### src/hw/rtl/bfdh_pkg.sv
// Shared types for the bloom filter block: controller states and control/status bundles.
package bfdh_pkg;

	typedef enum logic [3:0] {
		ST_CLEAR,
		ST_IDLE,
		ST_FOLD0,
		ST_PSTART,
		ST_DSTART,
		ST_DIV,
		ST_RD,
		ST_UPD,
		ST_DONE
	} state_t;

	typedef struct packed {
		logic clr_wr;
		logic fold_in;
		logic fold_zero;
		logic hash_reset;
		logic probe_init;
		logic probe_next;
		logic div_load;
		logic div_step;
		logic mem_rd;
		logic mem_upd;
		logic out_load;
	} cmd_t;

	typedef struct packed {
		logic clr_last;
		logic probes_zero;
		logic div_last;
		logic probe_last;
	} sts_t;

endpackage

### src/hw/rtl/bfdh_ctrl.sv
// Controller state machine: clearing pass, key folding, probe sequencing, result hand-off.
module bfdh_ctrl import bfdh_pkg::*; (
	input  logic clk,
	input  logic arst_n,
	input  logic in_valid,
	input  logic in_last,
	output logic in_ready,
	output logic out_valid,
	input  logic out_ready,
	output cmd_t cmd,
	input  sts_t sts
);

	state_t state_q, state_d;
	logic   out_valid_q;

	always_ff @(posedge clk or negedge arst_n) begin
		if (!arst_n) begin
			state_q     <= ST_CLEAR;
			out_valid_q <= 1'b0;
		end else begin
			state_q <= state_d;
			if (cmd.out_load) begin
				out_valid_q <= 1'b1;
			end else if (out_ready) begin
				out_valid_q <= 1'b0;
			end
		end
	end

	assign out_valid = out_valid_q;

	always_comb begin
		state_d  = state_q;
		cmd      = '0;
		in_ready = 1'b0;
		unique case (state_q)
			ST_CLEAR: begin
				cmd.clr_wr = 1'b1;
				if (sts.clr_last) begin
					state_d = ST_IDLE;
				end
			end
			ST_IDLE: begin
				in_ready = 1'b1;
				if (in_valid) begin
					cmd.fold_in = 1'b1;
					if (in_last) begin
						state_d = ST_FOLD0;
					end
				end
			end
			ST_FOLD0: begin
				// terminating zero character
				cmd.fold_zero = 1'b1;
				state_d       = ST_PSTART;
			end
			ST_PSTART: begin
				cmd.probe_init = 1'b1;
				state_d        = sts.probes_zero ? ST_DONE : ST_DSTART;
			end
			ST_DSTART: begin
				cmd.div_load = 1'b1;
				state_d      = ST_DIV;
			end
			ST_DIV: begin
				cmd.div_step = 1'b1;
				if (sts.div_last) begin
					state_d = ST_RD;
				end
			end
			ST_RD: begin
				cmd.mem_rd = 1'b1;
				state_d    = ST_UPD;
			end
			ST_UPD: begin
				cmd.mem_upd    = 1'b1;
				cmd.probe_next = 1'b1;
				state_d        = sts.probe_last ? ST_DONE : ST_DSTART;
			end
			ST_DONE: begin
				// wait for the result register to free up
				if (!out_valid_q || out_ready) begin
					cmd.out_load   = 1'b1;
					cmd.hash_reset = 1'b1;
					state_d        = ST_IDLE;
				end
			end
			default: begin
				state_d = ST_IDLE;
			end
		endcase
	end

endmodule

### config.mk
export PLATFORM = sky130hd
export DESIGN_NAME = bfdh_ctrl
export DESIGN_NICKNAME = d
export VERILOG_FILES = /design/src/hw/rtl/bfdh_pkg.sv /design/src/hw/rtl/bfdh_ctrl.sv
export SDC_FILE = /design/constraint.sdc
export NUM_CORES = 1
export LEC_CHECK = 0
export BUFFER_PORTS_ARGS = -buffer_cell sky130_fd_sc_hd__buf_2
export CORE_AREA = 2 2 39 41
export DETAILED_ROUTE_END_ITERATION = 6
export DIE_AREA = 0 0 41 43
export SLEW_MARGIN = 5
export SYNTH_ARGS = -nofsm -noshare
export SYNTH_HDL_FRONTEND = slang
export SYNTH_SLANG_ARGS = --single-unit
### constraint.sdc
create_clock -name clk -period 1.4 [get_ports clk]
set_input_delay 0.07 -clock clk [delete_from_list [all_inputs] [get_ports clk]]
set_output_delay 0.07 -clock clk [all_outputs]
set_load 0.03 [all_outputs]
**Word-level counts from Yosys, hierarchy flattened**

Index checks and enable logic that the tools add are counted.

- Equal/unequal tests: 13
- Mux-type cells: 22
- Reduce and logical (&&, ||, !) cells: 5

Operators with widths:

| cell | number |
|---|---|
| $pmux 4 s9 | 1 |
| $mux 4 | 7 |
| $eq 4x3->1 const B | 4 |
| $mux 1 | 14 |
| $ne 2x2->1 const B | 5 |
| $eq 4x2->1 const B | 2 |
| $reduce_and 5->1 | 1 |
| $eq 4x1->1 const B | 1 |
| $eq 4x4->1 const B | 1 |
| $logic_not 4->1 | 1 |
| $reduce_bool 2->1 | 1 |
| $logic_not 1->1 | 1 |
| $logic_or 1x1->1 | 1 |

- Bits in registers: 5

**Depth between registers and ports, before layout**

Gate-level depths: netlist (run 1).

- Depth in word-level cells: 5
- Gate-level depth with buffers: 5
- Depth with buffers taken out: 3

**Worst setup path after synthesis (run 1)**

OpenSTA, ideal clock, no wires.

- Path kind: reg-to-reg
- Start: register state_q[0]
- End: register state_q[0]
- Setup time: 0.127 ns
- Arrival time: 1.790 ns
- Required time: 1.273 ns
- Path slack: -0.518 ns
- Stages on the path, launching flop included: 5
- Path buffers: 1
- Period minus slack after synthesis: 1.918 ns
- Path through: dfrtp_1 > buf_6 > nor4_1 > o2bb2ai_2 > a31oi_1

- Word-level cells in the longest chain between the ends: 3

RTL lines:

| item | line | text |
|---|---|---|
| from (decl) | bfdh_ctrl.sv:14 | `state_t state_q, state_d;` |
| from (signal assigned) | bfdh_ctrl.sv:22 | `state_q <= state_d;` |
| $eq 4x4->1, or another cell as far along | bfdh_ctrl.sv:37 | `unique case (state_q)` |
| $ne 2x2->1 (no source line) | - |  |
| $reduce_and 5->1 (no source line) | - |  |

Parallel ways exist; a longest one is shown, timed or not.
A chain may end at the register's enable or synchronous reset.

==> results of run 1 <==
kinds of logic (layout without fill, tap and decap cells):
group,Yosys count,after routing
and+or+nand+nor,24,24
AOI/OAI and AO/OA,8,8
buffers and inverters,8,35
DFF,5,5
muxes,1,1
power by group through the flow:
stage	clock network [mW]	registers [mW]	logic [mW]
5_1_grt	0.188	0.228	1.04
2_1_floorplan	0	0.223	0.602
6_report	0.171	0.222	0.977
3_5_place_dp	0	0.217	0.753
4_1_cts	0.176	0.217	0.852
3_3_place_gp	0	0.217	0.749
area by class of cell:
type	count	area (um^2)	share of cell area, %
tap	16	20.0	3.00
clock buffer	4	26.3	3.94
inverter	2	10.0	1.50
multi-input combinational	33	274	41.1
sequential	5	125	18.8
timing repair buffer	29	211	31.7
flip-flops by register name (all words and copies together), names as in the netlist:
name       count
out_valid      1
state_q        4
metal layers:
layer | vias to the layer above | wire length (um) | track usage, %
met5 | - | 0 | 0
met4 | 0 | 14 | 12.0
met3 | 2 | 59 | 3.14
met2 | 13 | 503 | 18.1
met1 | 177 | 412 | 15.7
li1 | 211 | - | -
critical path, stage by stage, from the launching register on:
cell	delay [ps]
dfrtp_1	390
or4b_4	540
nor2b_4	140
buf_6	140
per-stage QoR:
stage                     setup WS (ps)  instances
after CTS                          -143         87
after global routing               -182         89
after global placement             87.0         81
after floorplan                    -135         46
final                              -130         89
after detailed placement           66.7         81
worst max-delay path by stage:
stage                     slack [ps]       start    endpoint
final                           -130  state_q[1]      cmd[7]
after global routing            -180  state_q[2]      cmd[7]
after CTS                       -140  state_q[0]      cmd[0]
after detailed placement          70  state_q[2]      cmd[0]
after global placement            90  state_q[2]      cmd[7]
after floorplan                 -140  state_q[0]  state_q[0]
timing repair:
item                                    in CTS  in global routing
hold buffers                                 1                  0
endpoints found under the setup margin      10                 12
setup buffers                                1                  3
resized for setup                           13                 12
pin swaps                                    2                  3
hold endpoints to repair                     5                  0
placed cells by master (no fill, tap or decap), types with 2 or more instances in the layout:
master / count
dfrtp_1: 5
nand3_1: 2
buf_2: 14
a21oi_1: 2
clkbuf_4: 3
nand2_1: 5
buf_6: 7
nor2_1: 3
nand2b_4: 2
nor3_4: 2
o21ai_0: 2
buf_4: 7
==> results.json, run 1 <==
{
  "synth_fa_ha_area_share_pct": 0,
  "cp_max_fo": 2,
  "wire_per_inst_um": 11.1,
  "synth_top_area_share_pct": 34.4,
  "finalHoldViolCount": 0,
  "cts.clk_slew.worst_paths_ps": 50,
  "place_congestion": 0.723,
  "totalNegativeSetupSlack_ps": -281,
  "hpwl_um": 701,
  "ir_drop_uv": 1020,
  "powerDensity_mw_per_mm2": 2050,
  "fmaxAchievable_ghz": 0.654,
  "startpoint_type": "register",
  "synth_edf_count": 0,
  "end_kind": "output pin",
  "hold_start": "sts[2]",
  "reg2reg_slack_ps": 0,
  "skew_ps": 7.60,
  "avgSynthCellArea_um2": 7.92,
  "grt_overflow_total": 0,
  "p_int_uw": 706,
  "dieArea_mm2": 0.00176,
  "ys.flop_type": "dfrtp_1",
  "fill_cells": 130,
  "drive_above_1_share_pct": 60.3,
  "finalPower_mw": 1.37,
  "ant_nets": 0,
  "synth.area.mux_share_pct": 2.75,
  "ys_seq_elements": 5,
  "p_leak_nw": 0.330,
  "clkPwrFrac_pct": 12.5,
  "via_count": 403,
  "syn2layout_area_growth_pct": 83.2,
  "syn_nets": 55,
  "cts_num_sinks": 5,
  "drt_iter0_drc": 8,
  "synthArstFlopShare_pct": 100,
  "root_buffer": "clkbuf_4",
  "grt_use_total_pct": 13.1,
  "placement.cell_area_um2": 518,
  "grt_pass1_vias": 368,
  "min_to": "state_q[2]",
  "rsz0062_at_grt": "true",
  "syn_inst": 46,
  "p_sw_share_pct": 48.5,
  "io_pins": 22,
  "synthSimpleGateAreaFrac_pct": 34.4,
  "power_switching_uw": 664,
  "max-cap-violations": 0,
  "post-route-util_pct": 48.2,
  "dieWidth_um": 41,
  "yosys_warnings": 0,
  "cp.arrival_ps": 1460,
  "grt_pass1_wl_um": 1480,
  "final_area_um2": 667,
  "die_y_um": 43,
  "clock_latency_ps": 250,
  "path_class": "reg -> out",
  "worstPathRequired_ps": 1330,
  "p_comb_share_pct": 71.3,
  "synthTopCellsByCount": "6 x nand2_1, 5 x dfrtp_1, 4 x nor2_1, 4 x nor3_1, 3 x nand2b_1",
  "period_share_pct": 109,
  "yosys-top-cells-area": "dfrtp_1 34%, nand2_1 6.2%, nor3_1 5.5%",
  "fin_nets": 83,
  "maxSlewViolCount": 0,
  "antenna_found_initial": 0,
  "syn_area_um2": 364,
  "reg2reg_depth": 4,
  "r2r-end": "state_q[0]",
  "layout_setup_ws_ps": -130,
  "yosysSeqAreaShare_pct": 34.4,
  "grt_max_degree": 13,
  "routed_wl_um": 990,
  "synth-compound-area-share_pct": 15.5,
  "ys_types": 23,
  "drc": 0,
  "numCtsBuffers": 3,
  "start_util_pct": 26.3,
  "period_needed_ps": 1530,
  "setup_viol": 4,
  "port_buffers": 21,
  "relSlewSlack_pct": 84.9,
  "htreeDepth": 1,
  "tightest_slew_ps": 225,
  "violations": "setup timing",
  "holdPathStages": 3,
  "rr_startpoint": "state_q[1]",
  "rows": 14,
  "cts_tree": "yes",
  "synth-xor-area-share_pct": 0,
  "run_status": "finished, violations left",
  "whs_ps": 118,
  "hp-class": "in -> reg",
  "clk_path_buf_depth": 2,
  "dr.pass1.iters": 2,
  "antenna_cells": 0,
  "vias_per_cell": 4.53,
  "synth.most_common_cell": "nand2_1",
  "fp.coreArea_mm2": 0.00138,
  "seqPwrFrac_pct": 16.2,
  "yosysTopAreaCell": "dfrtp_1",
  "synth_top_family_by_area": "simple AND/OR/NAND/NOR gates"
}
No activity file was read; power rests on OpenSTA's default activity.
==> run 2, diff against run 1 <==
--- a/config.mk
+++ b/config.mk
@@ -5,6 +5,7 @@
 export SDC_FILE = /design/constraint.sdc
 export NUM_CORES = 1
 export LEC_CHECK = 0
+export ABC_AREA = 1
 export BUFFER_PORTS_ARGS = -buffer_cell sky130_fd_sc_hd__buf_2
 export CORE_AREA = 2 2 39 41
 export DETAILED_ROUTE_END_ITERATION = 6
==> run 2 against run 1 <==
  * The run now ends clean
  * Via count up 3.7%
  * Clock skew down 3.8 ps
  * Global-route usage down 1.7 points
  * Flip-flop and latch count unchanged
  * Non-clock buffer count down 6
  * Register-to-register slack better by 230 ps
  * First-iteration DRC count down 100%
  * Critical endpoint unchanged
  * Largest power group unchanged
==> results.json, run 2 <==
{
  "syn2layout_area_growth_pct": 44.3,
  "max-cap-violations": 0,
  "synth_edf_count": 0,
  "synthTopCellsByCount": "10 x nand2_1, 9 x inv_1, 6 x nor2_1, 5 x dfrtp_1, 5 x inv_2",
  "critical-path-max-stage-delay_ps": 450,
  "tightest_slew_ps": 201,
  "period_share_pct": 94.7,
  "ys_types": 18,
  "clock_latency_ps": 240,
  "hpwl_um": 707,
  "crit_end": "cmd[7]",
  "p_leak_nw": 0.342,
  "reg2reg_slack_ps": 230,
  "place_congestion": 0.724,
  "synthArstFlopShare_pct": 100,
  "vias_per_cell": 4.18,
  "path_class": "reg -> out",
  "whs_ps": 20.9,
  "end_kind": "output pin",
  "syn_area_um2": 398,
  "layout_commonest_cell": "buf_2",
  "reg2reg_depth": 7,
  "fin_nets": 94,
  "avgSynthCellArea_um2": 6.74,
  "synth.most_common_cell": "nand2_1",
  "die_y_um": 43,
  "cts_num_sinks": 5,
  "grt_pass1_wl_um": 1350,
  "grt_max_degree": 7,
  "setup_viol": 0,
  "hp-class": "in -> reg",
  "port_buffers": 21,
  "yosys_warnings": 0,
  "routed_wl_um": 862,
  "ys_seq_elements": 5,
  "worstPathRequired_ps": 1330,
  "largest_reg_flops": 4,
  "fmaxAchievable_ghz": 0.754,
  "yosys-top-cells-area": "dfrtp_1 31%, nand2_1 9.4%, inv_1 8.5%",
  "powerDensity_mw_per_mm2": 2360,
  "routed.top_layer": "met3",
  "met2WireLength_um": 420,
  "grt_overflow_total": 0,
  "skew_ps": 3.76,
  "dieArea_mm2": 0.00176,
  "wl_met1_um": 374,
  "finalHoldViolCount": 0,
  "htreeDepth": 1,
  "critPathBufInv": 1,
  "synth_top_area_share_pct": 31.4,
  "final_area_um2": 574,
  "drc": 0,
  "r2r-end": "state_q[0]",
  "syn_inst": 59,
  "final_cell_mix": "19 x buf_2, 10 x nand2_1, 9 x inv_1",
  "totalNegativeSetupSlack_ps": 0,
  "ant_nets": 0,
  "rows": 14,
  "maxSlewViolCount": 0,
  "yosysTopAreaCell": "dfrtp_1",
  "wire_per_inst_um": 8.62,
  "start_util_pct": 28.8,
  "grt_pass1_vias": 367,
  "ys.flop_type": "dfrtp_1",
  "rsz0062_at_grt": "true",
  "syn_nets": 68,
  "crit_start": "state_q[1]",
  "path_delay_family": "flip-flops",
  "cp.arrival_ps": 1260,
  "crit_cells": 4,
  "path_cells": "nor2_4 -> nand2_1 -> nor2_2 -> buf_2",
  "io_pins": 22,
  "relSlewSlack_pct": 86.5,
  "cts_tree": "yes",
  "numCtsBuffers": 3,
  "finalPower_mw": 1.35,
  "root_buffer": "clkbuf_4",
  "antenna_found_initial": 0,
  "post-route-util_pct": 41.5,
  "dieWidth_um": 41,
  "wl_met3_um": 67,
  "drt_iter0_drc": 0,
  "grt_use_total_pct": 11.4,
  "clk_path_buf_depth": 2,
  "cts.clk_slew.worst_paths_ps": 50,
  "startpoint_type": "register",
  "top_register": "state_q",
  "fp.coreArea_mm2": 0.00138,
  "cp_slowest_cell": "dfrtp_2",
  "via_count": 418,
  "yosysSeqAreaShare_pct": 31.4,
  "ir_drop_uv": 928,
  "dr.pass1.iters": 1,
  "drive_above_1_share_pct": 52.4,
  "period_needed_ps": 1330,
  "antenna_cells": 0,
  "placement.cell_area_um2": 510,
  "rr_startpoint": "state_q[1]",
  "run_status": "completed",
  "cp_max_fo": 5
}
## run 2: routing by layer
metal | GRT usage (%) | vias to the layer above
li1 | - | 226
met1 | 13.6 | 181
met2 | 16.6 | 11
met3 | 7.85 | 0
met4 | 2.00 | 0
met5 | 0 | -
## run 2: cell families after synthesis
family,share of synthesized area (%)
compound gates,7.55
simple gates,43.1
buf+inv,17.9
flops,31.4
## run 2: worst min path at each step
| stage | from | endpoint | cells after the start |
|---|---|---|---|
| floorplan | arst_n | out_valid | 0 |
| global placement | arst_n | state_q[0] | 1 |
| finish | sts[2] | state_q[2] | 2 |
| CTS | sts[2] | state_q[2] | 2 |
| global route | out_ready | out_valid | 2 |
| detailed placement | arst_n | out_valid | 1 |
## run 2: through the flow
stage / cells / setup WS [ps]
2_1_floorplan: 59 / 7.99
3_3_place_gp: 94 / 216
3_5_place_dp: 94 / 216
4_1_cts: 99 / 1.89
5_1_grt: 100 / -20.7
6_report: 100 / 74.6
## run 2: power by group
group          internal, mW  switching, mW
clock network         0.108         0.0597
logic                 0.294          0.570
registers             0.214          0.107
total                 0.616          0.736
## run 2: repair_timing
action,4_1_cts,5_1_grt
pin swaps,0,1
endpoints found under the hold margin,5,0
resized for setup,1,10
hold buffers,1,0
setup buffers,0,1
endpoints found under the setup margin,4,10
## run 2: area by class of cell
type,instances,area (um^2)
multi-input cells,37,214
inverters,15,56.3
repair buffers,23,128
clock buffers,4,26.3
fillers,156,810
flip-flops and latches,5,130
well taps,16,20.0
